--- src/sv/tmg_pkg.sv ---
`timescale 1ns / 1ps
// Shared types, constants and helpers for the torus mesh generator.
// No dependencies.
package tmg_pkg;

    localparam int MAX_SIDES    = 256;
    localparam int MAX_RINGS    = 256;
    localparam int CORDIC_STEPS = 16;

    localparam int COUNT_W      = 9;
    localparam int SIDE_W       = 8;
    localparam int RAD_W        = 16;
    localparam int ANGLE_W      = 32;
    localparam int REM_W        = COUNT_W + 1;
    localparam int DIV_STEP_N   = 8;
    localparam int DIV_LAT      = ANGLE_W / DIV_STEP_N;
    localparam int CORDIC_LAT   = CORDIC_STEPS + 2;
    localparam int MATH_LAT     = 3;
    localparam int QUAD_CORNERS = 6;
    localparam int IDX_W        = 17;
    localparam int POS_W        = 18;
    localparam int NRM_W        = 16;
    localparam int CORNER_W     = 3;

    localparam logic [1:0] REG_OUTER = 2'd0;
    localparam logic [1:0] REG_INNER = 2'd1;
    localparam logic [1:0] REG_SIDES = 2'd2;
    localparam logic [1:0] REG_RINGS = 2'd3;

    localparam logic KIND_VERTEX = 1'b0;
    localparam logic KIND_QUAD   = 1'b1;

    typedef struct packed {
        logic                valid;
        logic                kind;
        logic                bad;
        logic [CORNER_W-1:0] corner;
        logic [COUNT_W-1:0]  ring;
        logic [SIDE_W-1:0]   side;
    } t_sband;

    typedef struct packed {
        logic [RAD_W-1:0] outer;
        logic [RAD_W-1:0] inner;
    } t_radii;

    typedef struct packed {
        logic [REM_W-1:0]   rem;
        logic [ANGLE_W-1:0] q;
        logic [COUNT_W-1:0] cnt;
    } t_div;

    function automatic t_div div_steps(input t_div d);
        t_div             r;
        logic [REM_W-1:0] t;
        r = d;
        for (int k = 0; k < DIV_STEP_N; k++) begin
            t = {r.rem[REM_W-2:0], 1'b0};
            if (t >= {1'b0, r.cnt}) begin
                r.rem = t - {1'b0, r.cnt};
                r.q   = {r.q[ANGLE_W-2:0], 1'b1};
            end else begin
                r.rem = t;
                r.q   = {r.q[ANGLE_W-2:0], 1'b0};
            end
        end
        return r;
    endfunction

    function automatic logic signed [32:0] atan_turn(input int i);
        case (i)
            0:  return 33'sd536870912;
            1:  return 33'sd316933406;
            2:  return 33'sd167458907;
            3:  return 33'sd85004756;
            4:  return 33'sd42667331;
            5:  return 33'sd21354465;
            6:  return 33'sd10680862;
            7:  return 33'sd5340245;
            8:  return 33'sd2670163;
            9:  return 33'sd1335087;
            10: return 33'sd667544;
            11: return 33'sd333772;
            12: return 33'sd166886;
            13: return 33'sd83443;
            14: return 33'sd41722;
            15: return 33'sd20861;
            16: return 33'sd10430;
            17: return 33'sd5215;
            18: return 33'sd2608;
            19: return 33'sd1304;
            20: return 33'sd652;
            21: return 33'sd326;
            22: return 33'sd163;
            23: return 33'sd81;
            default: return 33'sd0;
        endcase
    endfunction

endpackage

--- src/sv/tmg_angle_div.sv ---
`timescale 1ns / 1ps
// Pipelined long divider: binary angle floor(idx * 2^32 / count) for idx < count, and zero for a nonzero count <= idx.
// Depends on tmg_pkg.
module tmg_angle_div (
    input  logic                         i_clk,
    input  logic [tmg_pkg::COUNT_W-1:0]  i_idx,
    input  logic [tmg_pkg::COUNT_W-1:0]  i_count,
    output logic [tmg_pkg::ANGLE_W-1:0]  o_angle
);
    import tmg_pkg::*;

    t_div r_st [DIV_LAT];
    t_div w_in;

    always_comb begin
        w_in.rem = (i_idx >= i_count) ? '0 : {1'b0, i_idx};
        w_in.q   = '0;
        w_in.cnt = i_count;
    end

    always_ff @(posedge i_clk) begin
        r_st[0] <= div_steps(w_in);
    end

    for (genvar s = 1; s < DIV_LAT; s++) begin : g_stage
        always_ff @(posedge i_clk) begin
            r_st[s] <= div_steps(r_st[s-1]);
        end
    end

    assign o_angle = r_st[DIV_LAT-1].q;

endmodule

--- config.mk ---
export PLATFORM = sky130hd
export DESIGN_NAME = tmg_angle_div
export DESIGN_NICKNAME = d
export VERILOG_FILES = /design/src/sv/tmg_pkg.sv /design/src/sv/tmg_angle_div.sv
export SDC_FILE = /design/constraint.sdc
export NUM_CORES = 1
export LEC_CHECK = 0
export ABC_CLOCK_PERIOD_IN_PS = 74400
export BUFFER_PORTS_ARGS = -buffer_cell sky130_fd_sc_hd__buf_4
export CAP_MARGIN = 20
export CELL_PAD_IN_SITES_DETAIL_PLACEMENT = 0
export CELL_PAD_IN_SITES_GLOBAL_PLACEMENT = 2
export CORE_MARGIN = 2
export CORE_UTILIZATION = 40
export CTS_BUF_LIST = sky130_fd_sc_hd__clkbuf_16
export CTS_CLUSTER_SIZE = 14
export DETAILED_ROUTE_END_ITERATION = 16
export GPL_ROUTABILITY_DRIVEN = 0
export PLACE_DENSITY_LB_ADDON = 0.1
export SLEW_MARGIN = 20
export SYNTH_ARGS = -nofsm -noshare
export SYNTH_HDL_FRONTEND = slang
export SYNTH_SLANG_ARGS = --single-unit
--- constraint.sdc ---
create_clock -name i_clk -period 74.4 [get_ports i_clk]
set_clock_uncertainty 0.2 [all_clocks]
set_input_delay 22.32 -clock i_clk [delete_from_list [all_inputs] [get_ports i_clk]]
set_output_delay 22.32 -clock i_clk [all_outputs]
set_load 0.05 [all_outputs]
==> flow_summary.toml <==
[outcome]
outcome = "finished clean"

[floorplan]
rows = 76
dieArea_mm2 = 0.0451
io_pins = 51
die_w_um = 212
dieHeight_um = 212
start_util = 0.404
core_mm2 = 0.0430

[placement]
io_buffers = 50
dp_hpwl_um = 39300
placed_area_mm2 = 0.0184

[cts]
cts_setup_buffers = 0
cts_buffers = 17
ctsResizeCount = 0
cts_buffer_depth = 2
cts.sinks = 134
clk_pin_slew_ns = 0.07
cts-root-buf = "clkbuf_16"
clock_latency_ns = 0.48
tritoncts = "built"
holdBufCountCts = 0
cts.htree.levels = 4

[logic_synthesis]
yosys_warnings = 0
synth_nets = 2416
syn_inst = 2125
async_flop_share = 0
synth_fa_ha_area_frac = 0.198
syn_area_per_cell_um2 = 8.17
synth_edf_count = 0
ys_seq_elements = 134
yosys-mux-area-fraction = 0.0636
yosys.area_share.simple = 0.155
synth_seq_area_share = 0.154
synth_xor_area_frac = 0.0933
syn_area_mm2 = 0.0174
synthFlopType = "dfxtp_1"
synth_top_family_by_area = "compound AO/OA/AOI/OAI gates"
ys_types = 113
synth-compound-area-share = 0.295

[global_route]
track_usage = 0.228
antenna_found_initial = 0
grt_overflow = 0
grt_pass1_wl_um = 80600
grt_pass1_vias = 14892
grt_max_degree = 29

[critical_path]
r2r_setup_slack_ns = 52.61
crit_type = "primary input to flop"
rr_worst_depth = 82
crit_top_cell = "a21o_1"
cp.buffers_inverters = 9
reg2reg_from = "r_st[0][0]"
cp.arrival_ns = 45.27
path_max_fanout = 19
crit_slowest_cell = "o21ai_0"
crit_required_ns = 74.57
crit_family = "compound AO/OA/AOI/OAI gates"
slowest_delay_ns = 0.67
cp-startpoint = "i_count[8]"
reg2reg_to = "r_st[1][43]"
startpoint_type = "primary input"
crit_path_end_kind = "flop"

[layout]
largest_reg_flops = 134
final_common_cell = "ha_1"
largest-register = "r_st"
design_area_mm2 = 0.0190
top_regs = "r_st (134)"
antenna-diode-count = 0
n_fill_cell = 4322
most-common-layout-cells = "ha_1 (268), nor2_1 (157), a21oi_1 (150)"
drive_gt1_frac = 0.118
syn_to_final_growth_pct = 9.22
nNetsFinal = 2457

[routing]
wl_met2_um = 23500
wl_per_cell_um = 18.4
via_per_inst = 5.65
dr.pass1.iters = 5
antenna_left = 0
wl_um = 50900
dr.max_layer_used = "met4"
wl_met1_um = 24800
drt_iter0_markers = 790
vias = 15626
wl_met3_um = 1760
drc = 0

[worst_hold_path]
hold_class = "flop to flop"
whs_endpoint = "r_st[3][39]"
hold_start = "r_st[2][31]"
min_path_cells = 0

[sta]
tns_ns = 0
worst_pin_slew_ns = 0.880
min_period_ns = 45.10
fmax_ghz = 0.0222
post-route-period-util = 0.606
timing.slew.headroom = 0.413
setup_viol = 0
slew_viol_final = 0
hold_viol = 0
rsz0062_at_grt = "false"

[run]
drv_cap = 0
[how the worst max path moves through the flow]
| stage | slack, ns | endpoint | cells past startpoint |
|---|---|---|---|
| 4_1_cts | 29.39 | r_st[0][47] | 86 |
| 6_report | 29.30 | r_st[0][47] | 86 |
| 2_1_floorplan | 33.03 | r_st[0][44] | 92 |
| 5_1_grt | 27.57 | r_st[0][45] | 87 |
| 3_3_place_gp | 29.52 | r_st[0][47] | 86 |
| 3_5_place_dp | 28.95 | r_st[0][47] | 86 |
[Yosys cell counts, types with 6 or more instances]
master      n  area share
o21bai_1   30       0.013
nand3_1    35       0.010
ha_1      268        0.19
buf_2      11      0.0032
a31o_2      8      0.0040
mux2_2     80       0.052
mux2i_1    17      0.0098
a221o_1    16      0.0092
or3_1      15      0.0054
and3_1     17      0.0061
nand2b_1   32       0.012
o211ai_1   12      0.0052
nor2_1    157       0.034
clkbuf_1   19      0.0041
or2_2      14      0.0050
inv_1     119       0.026
nand2_1   119       0.026
o21ba_2     8      0.0046
xor2_1     83       0.042
o21ai_0   116       0.033
a21oi_1   150       0.043
o221ai_1    9      0.0045
nor4_1      8      0.0029
o31ai_1    16      0.0069
and2_1     28       0.010
a211oi_1   28       0.012
inv_2      14      0.0030
nand4_1    14      0.0050
and4_1      6      0.0030
a21boi_0   12      0.0052
a31oi_1    18      0.0065
nor2b_1    23      0.0083
nor3_1     42       0.012
o21a_1     33       0.014
a311oi_1    9      0.0045
xnor2_1   102       0.051
a211o_1     9      0.0045
o22ai_1    11      0.0040
a21o_1    149       0.064
dfxtp_1   134        0.15
[metrics by stage]
step / instances / hold slack [ns] / worst slack, ns / utilization
after global placement: 2732 / 0.110 / 29.52 / 0.427
after detailed placement: 2732 / 0.112 / 28.95 / 0.427
final: 2764 / 0.117 / 29.30 / 0.441
after floorplan: 2125 / 0.110 / 33.03 / -
after global routing: 2764 / 0.129 / 27.57 / 0.441
after CTS: 2764 / 0.121 / 29.39 / 0.441
[cell type report]
| cell class | instances | area, um2 | share of cell area |
|---|---|---|---|
| Clock buffer | 17 | 425 | 0.0224 |
| Multi-Input combinational cell | 1816 | 14000 | 0.737 |
| Tap cell | 585 | 732 | 0.0386 |
| Clock inverter | 15 | 178 | 0.00937 |
| Sequential cell | 134 | 2680 | 0.141 |
| Inverter | 139 | 528 | 0.0278 |
| Timing Repair Buffer | 58 | 435 | 0.0230 |
[cell families (layout without fill, tap and decap cells)]
kind of cell | after synthesis | after routing
DFF | 134 | 134
adders and majority gates | 272 | 272
xor gates and xnor gates | 185 | 185
and+or+nand+nor | 539 | 539
buffers and inverters | 175 | 229
AOI/OAI and AO/OA | 720 | 720
muxes | 100 | 100
[worst reg2reg max path, delay by kind of cell (launching register included)]
family / cells / cell delay (ns)
simple gates: 12 / 2.01
flops: 1 / 0.88
fa+ha+maj: 8 / 3.14
buf+inv: 7 / 1.99
mux: 4 / 1.42
compound gates: 51 / 11.98
[routing by layer]
metal  up-vias  global-route usage
met5         -                   0
met4         0              0.0622
met3        43              0.0332
met2       275               0.380
met1      7340               0.307
li1       7968                   -
Power is left out: the tool's default activity adds up to more than one toggle a clock period on the data nets, which glitch-free logic cannot reach.
