[config.mk]
export PLATFORM = sky130hd
export DESIGN_NAME = tmg_cordic
export DESIGN_NICKNAME = d
export VERILOG_FILES = /design/src/sv/tmg_pkg.sv /design/src/sv/tmg_cordic.sv
export SDC_FILE = /design/constraint.sdc
export NUM_CORES = 2
export LEC_CHECK = 0
export BUFFER_PORTS_ARGS = -buffer_cell sky130_fd_sc_hd__buf_2
export CORE_ASPECT_RATIO = 1.4
export CORE_UTILIZATION = 46
export DETAILED_ROUTE_END_ITERATION = 10
export GPL_TIMING_DRIVEN = 0
export SKIP_CTS_REPAIR_TIMING = 1
export SLEW_MARGIN = 20
export SYNTH_ARGS = -nofsm -noshare
export SYNTH_HDL_FRONTEND = slang
export SYNTH_SLANG_ARGS = --single-unit
export TNS_END_PERCENT = 1
[constraint.sdc]
create_clock -name i_clk -period 9.1 [get_ports i_clk]
set_input_delay 0.91 -clock i_clk [delete_from_list [all_inputs] [get_ports i_clk]]
set_output_delay 0.91 -clock i_clk [all_outputs]
set_load 0.1 [all_outputs]
[src/sv/tmg_pkg.sv]
`timescale 1ns / 1ps
// Shared types, constants and helpers for the torus mesh generator.
// No dependencies.
package tmg_pkg;

    localparam int MAX_SIDES    = 256;
    localparam int MAX_RINGS    = 256;
    localparam int CORDIC_STEPS = 16;

    localparam int COUNT_W      = 9;
    localparam int SIDE_W       = 8;
    localparam int RAD_W        = 16;
    localparam int ANGLE_W      = 32;
    localparam int REM_W        = COUNT_W + 1;
    localparam int DIV_STEP_N   = 8;
    localparam int DIV_LAT      = ANGLE_W / DIV_STEP_N;
    localparam int CORDIC_LAT   = CORDIC_STEPS + 2;
    localparam int MATH_LAT     = 3;
    localparam int QUAD_CORNERS = 6;
    localparam int IDX_W        = 17;
    localparam int POS_W        = 18;
    localparam int NRM_W        = 16;
    localparam int CORNER_W     = 3;

    localparam logic [1:0] REG_OUTER = 2'd0;
    localparam logic [1:0] REG_INNER = 2'd1;
    localparam logic [1:0] REG_SIDES = 2'd2;
    localparam logic [1:0] REG_RINGS = 2'd3;

    localparam logic KIND_VERTEX = 1'b0;
    localparam logic KIND_QUAD   = 1'b1;

    typedef struct packed {
        logic                valid;
        logic                kind;
        logic                bad;
        logic [CORNER_W-1:0] corner;
        logic [COUNT_W-1:0]  ring;
        logic [SIDE_W-1:0]   side;
    } t_sband;

    typedef struct packed {
        logic [RAD_W-1:0] outer;
        logic [RAD_W-1:0] inner;
    } t_radii;

    typedef struct packed {
        logic [REM_W-1:0]   rem;
        logic [ANGLE_W-1:0] q;
        logic [COUNT_W-1:0] cnt;
    } t_div;

    function automatic t_div div_steps(input t_div d);
        t_div             r;
        logic [REM_W-1:0] t;
        r = d;
        for (int k = 0; k < DIV_STEP_N; k++) begin
            t = {r.rem[REM_W-2:0], 1'b0};
            if (t >= {1'b0, r.cnt}) begin
                r.rem = t - {1'b0, r.cnt};
                r.q   = {r.q[ANGLE_W-2:0], 1'b1};
            end else begin
                r.rem = t;
                r.q   = {r.q[ANGLE_W-2:0], 1'b0};
            end
        end
        return r;
    endfunction

    function automatic logic signed [32:0] atan_turn(input int i);
        case (i)
            0:  return 33'sd536870912;
            1:  return 33'sd316933406;
            2:  return 33'sd167458907;
            3:  return 33'sd85004756;
            4:  return 33'sd42667331;
            5:  return 33'sd21354465;
            6:  return 33'sd10680862;
            7:  return 33'sd5340245;
            8:  return 33'sd2670163;
            9:  return 33'sd1335087;
            10: return 33'sd667544;
            11: return 33'sd333772;
            12: return 33'sd166886;
            13: return 33'sd83443;
            14: return 33'sd41722;
            15: return 33'sd20861;
            16: return 33'sd10430;
            17: return 33'sd5215;
            18: return 33'sd2608;
            19: return 33'sd1304;
            20: return 33'sd652;
            21: return 33'sd326;
            22: return 33'sd163;
            23: return 33'sd81;
            default: return 33'sd0;
        endcase
    endfunction

endpackage

[src/sv/tmg_cordic.sv]
`timescale 1ns / 1ps
// Pipelined rotation CORDIC, one step per stage, with quadrant fold to Q1.14.
// Depends on tmg_pkg.
module tmg_cordic (
    input  logic                               i_clk,
    input  logic [tmg_pkg::ANGLE_W-1:0]        i_angle,
    output logic signed [tmg_pkg::NRM_W-1:0]   o_cos,
    output logic signed [tmg_pkg::NRM_W-1:0]   o_sin
);
    import tmg_pkg::*;

    typedef struct packed {
        logic signed [33:0] x;
        logic signed [33:0] y;
        logic signed [32:0] z;
        logic [1:0]         quad;
    } t_cord;

    t_cord r_st [CORDIC_STEPS+1];

    function automatic logic signed [NRM_W-1:0] round_q14(input logic signed [33:0] v);
        logic signed [33:0] t;
        t = (v + 34'sd32768) >>> 16;
        if (t > 34'sd16384) begin
            return 16'sd16384;
        end else if (t < -34'sd16384) begin
            return -16'sd16384;
        end
        return t[NRM_W-1:0];
    endfunction

    always_ff @(posedge i_clk) begin
        r_st[0].x    <= 34'sd652032874;
        r_st[0].y    <= '0;
        r_st[0].z    <= $signed({3'b000, i_angle[ANGLE_W-3:0]});
        r_st[0].quad <= i_angle[ANGLE_W-1:ANGLE_W-2];
    end

    for (genvar i = 0; i < CORDIC_STEPS; i++) begin : g_step
        always_ff @(posedge i_clk) begin
            r_st[i+1].quad <= r_st[i].quad;
            if (r_st[i].z >= 0) begin
                r_st[i+1].x <= r_st[i].x - (r_st[i].y >>> i);
                r_st[i+1].y <= r_st[i].y + (r_st[i].x >>> i);
                r_st[i+1].z <= r_st[i].z - atan_turn(i);
            end else begin
                r_st[i+1].x <= r_st[i].x + (r_st[i].y >>> i);
                r_st[i+1].y <= r_st[i].y - (r_st[i].x >>> i);
                r_st[i+1].z <= r_st[i].z + atan_turn(i);
            end
        end
    end

    logic signed [NRM_W-1:0] w_x;
    logic signed [NRM_W-1:0] w_y;

    assign w_x = round_q14(r_st[CORDIC_STEPS].x);
    assign w_y = round_q14(r_st[CORDIC_STEPS].y);

    always_ff @(posedge i_clk) begin
        case (r_st[CORDIC_STEPS].quad)
            2'd0: begin
                o_cos <= w_x;
                o_sin <= w_y;
            end
            2'd1: begin
                o_cos <= -w_y;
                o_sin <= w_x;
            end
            2'd2: begin
                o_cos <= -w_x;
                o_sin <= -w_y;
            end
            default: begin
                o_cos <= w_y;
                o_sin <= -w_x;
            end
        endcase
    end

endmodule

==> metrics.md <==
| Metric | Value |
|---|---|
| Maximum buffer depth of the clock tree | `4` |
| Flops & latches, synth | `1,477` |
| Period utilization | `74.1%` |
| Top-area cell type share of the netlist area | `28.4%` |
| Die Wd | `404 um` |
| Slew Limit Fails | `0` |
| Nets@finish | `13,700` |
| Synth warn | `0` |
| Final Hold Vio Count | `0` |
| Worst-Skew Late Latency | `840 ps` |
| Reg-to-reg startpoint | `r_st[6][34]` |
| First-pass GRT wire length | `459 mm` |
| Number of global-route vias before repair | `87,187` |
| Htree depth | `4` |
| Slew @ Worst Pin | `1140 ps` |
| Total CTS buffers | `165` |
| Via-to-Cell Ratio | `5.69` |
| Synth Instances | `12,064` |
| CTS Sinks | `1,477` |
| Crit path capture type | `register` |
| Cell area after synthesis | `0.104 mm^2` |
| Drc violations | `0` |
| Post-synth ARST share | `0%` |
| CTS Root Cell | `clkbuf_16` |
| Met2 wire length | `149 mm` |
| Final min period | `6740 ps` |
| DRT Pass-1 Iters | `6` |
| Top post-synthesis cells by area | `dfxtp_1 28%, ha_1 16%, xnor2_1 10%` |
| Crit path to | `r_st[7][62]` |
| Core Region | `0.225 mm^2` |
| Critical path launch point type | `register` |
| WP data required | `9790 ps` |
| Setup violators final | `0` |
| Critical Path Source | `r_st[6][34]` |
| Routed length per instance | `18.8 um` |
| Area growth syn-to-layout | `9.31%` |
| RSZ-0062 raised after global routing | `false` |
| DIE AREA | `0.229 mm^2` |
| Sum Neg Setup Slack | `0 ps` |
| FF-to-FF path depth | `17` |
| Max Cap Viol | `0` |
| I/O Buffers | `64` |
| Min-Delay Path Class | `in -> reg` |
| Crit-path cells | `clkbuf_1 -> clkbuf_1 -> clkbuf_1 -> o41ai_1 -> xnor2_1 -> ha_1 -> o21ai_0 -> a21oi_1 -> nor3_1 -> a2111oi_0 -> o211ai_1 -> a21boi_0 -> o21ai_0 -> a21boi_0 -> a21o_1 -> a21oi_1 -> xnor2_1` |
| Syn Nets | `13,469` |
| Highest metal layer with signal wires | `met4` |
| Detailed Route Iter0 Violations | `4,487` |
| Worst path max stage delay | `890 ps` |
| Slew headroom | `24.0%` |
| Most used DFF post-synth | `dfxtp_1` |
| Worst Skew | `50.3 ps` |
| Syn_area_per_cell | `8.64 um^2` |
| Crit path top cell by count | `clkbuf_1` |
| Met3 wire len | `10.7 mm` |
| Crit Path Class | `reg -> reg` |
| Reg clk slew, reported paths | `60 ps` |
| Number of synthesized flops with an enable pin | `0` |
| Die Y | `565 um` |
| Footprint of the multi-input gates | `0.0722 mm^2` |
| Layout fillers | `21,583` |
| FP Rows | `206` |
| Post-synth top cells | `1,477 x dfxtp_1, 1,336 x ha_1, 1,202 x xnor2_1, 973 x a21oi_1, 838 x nor2_1` |
| Crit-path slowest cell | `a2111oi_0` |
| Count of cell types in the netlist | `89` |
| Worst Path Arrival | `7430 ps` |
| Worst Path Max Fanout | `13` |
| Yosys top cell by area | `dfxtp_1` |
| HPWL after DPL | `237 mm` |
| Most frequent cell after synthesis | `dfxtp_1` |
| Layout cells sized above 1 | `3.95%` |
| Initial antenna violation count | `1` |
| FMAX | `148 MHz` |
| Grt ovf | `0` |
| GRT Util Overall | `24.8%` |
| Post-route ant nets | `0` |
| Final wirelength | `291 mm` |
| Initial Util | `46.3%` |
| CTS tree | `built` |
| Status | `finished clean` |
| Reg2reg setup slack | `2360 ps` |
| R2r endpoint | `r_st[7][62]` |
| Post-synthesis sequential area ratio | `28.4%` |
| Largest net degree at the start of global routing | `29` |
| Via count | `87,876` |
| Layout Utilization | `50.6%` |
| Final Wtd Congestion | `0.961` |
| Io pins | `65` |
| FF/Latch Area | `0.0296 mm^2` |
| M1 WL | `114 mm` |
==> per-layer routing <==
| layer | vias to the layer above | global-route usage (%) |
|---|---|---|
| met1 | 41152 | 26.3 |
| li1 | 44174 | - |
| met5 | - | 0 |
| met2 | 1848 | 46.9 |
| met3 | 702 | 2.92 |
| met4 | 0 | 13.9 |
==> worst max-delay path, delay by kind of cell (launching register included) <==
kind / cells / cell delay, ps
AOI/OAI and AO/OA: 10 / 3240
xor gates and xnor gates: 2 / 330
adders and majority gates: 1 / 340
buffers and inverters: 3 / 1870
DFF: 1 / 740
and+or+nand+nor: 1 / 90
==> how the worst min path moves through the flow <==
| stage | start | slack, ps | depth (start not counted) | to |
|---|---|---|---|---|
| 5_1_grt | i_angle[30] | 120 | 1 | r_st[0][0] |
| 3_5_place_dp | r_st[11][0] | 310 | 0 | r_st[12][0] |
| 6_report | i_angle[2] | 160 | 1 | r_st[0][4] |
| 4_1_cts | i_angle[2] | 90 | 1 | r_st[0][4] |
| 3_3_place_gp | r_st[13][0] | 310 | 0 | r_st[14][0] |
| 2_1_floorplan | r_st[9][0] | 310 | 0 | r_st[10][0] |
==> metrics by stage <==
stage | hold slack (ps) | cells | cell area [um^2] | setup WS [ps]
after floorplan | 310 | 12064 | 104000 | 4330
after global placement | 310 | 15144 | 108000 | 2230
after detailed placement | 312 | 15144 | 108000 | 2530
after CTS | 89.8 | 15436 | 114000 | 2460
after global routing | 124 | 15437 | 114000 | 2010
final | 162 | 15439 | 114000 | 2360
==> state kept, by name, summed over array words and instances, names as in the netlist <==
register,flops
r_st,1445
o_sin,16
o_cos,16
==> final cells by class <==
type                            instances  share of cell area [%]
Multi-Input combinational cell       9922                    63.3
Sequential cell                      1477                    25.9
Clock buffer                          204                    3.96
Tap cell                             3016                    3.31
Inverter                              497                    1.64
Clock inverter                         88                   0.939
Buffer                                168                   0.566
Timing Repair Buffer                   64                   0.281
Antenna cell                            3                 0.00659
==> cell usage in the layout (no fill, tap or decap), drive strengths merged, types with 353 or more instances in the layout <==
cell type,n
inv,503
nor2,838
ha,1336
dfxtp,1477
xor2,578
o21ai,768
nand2,753
a21oi,974
a21o,499
xnor2,1202
clkbuf,353
==> logic make-up (layout without fill, tap and decap cells) <==
family                     after synthesis  in the layout  synth area share, %
AOI/OAI and AO/OA                     3614           3614                 22.4
and+or+nand+nor                       3110           3110                 14.7
xor gates and xnor gates              1780           1780                 15.0
DFF                                   1477           1477                 28.4
adders and majority gates             1372           1372                 16.7
buffers and inverters                  665           1021                 2.41
muxes                                   46             46                0.451
other                                    0              3                    0
Power is left out: the tool's default activity adds up to more than one toggle a clock period on the data nets, which glitch-free logic cannot reach.
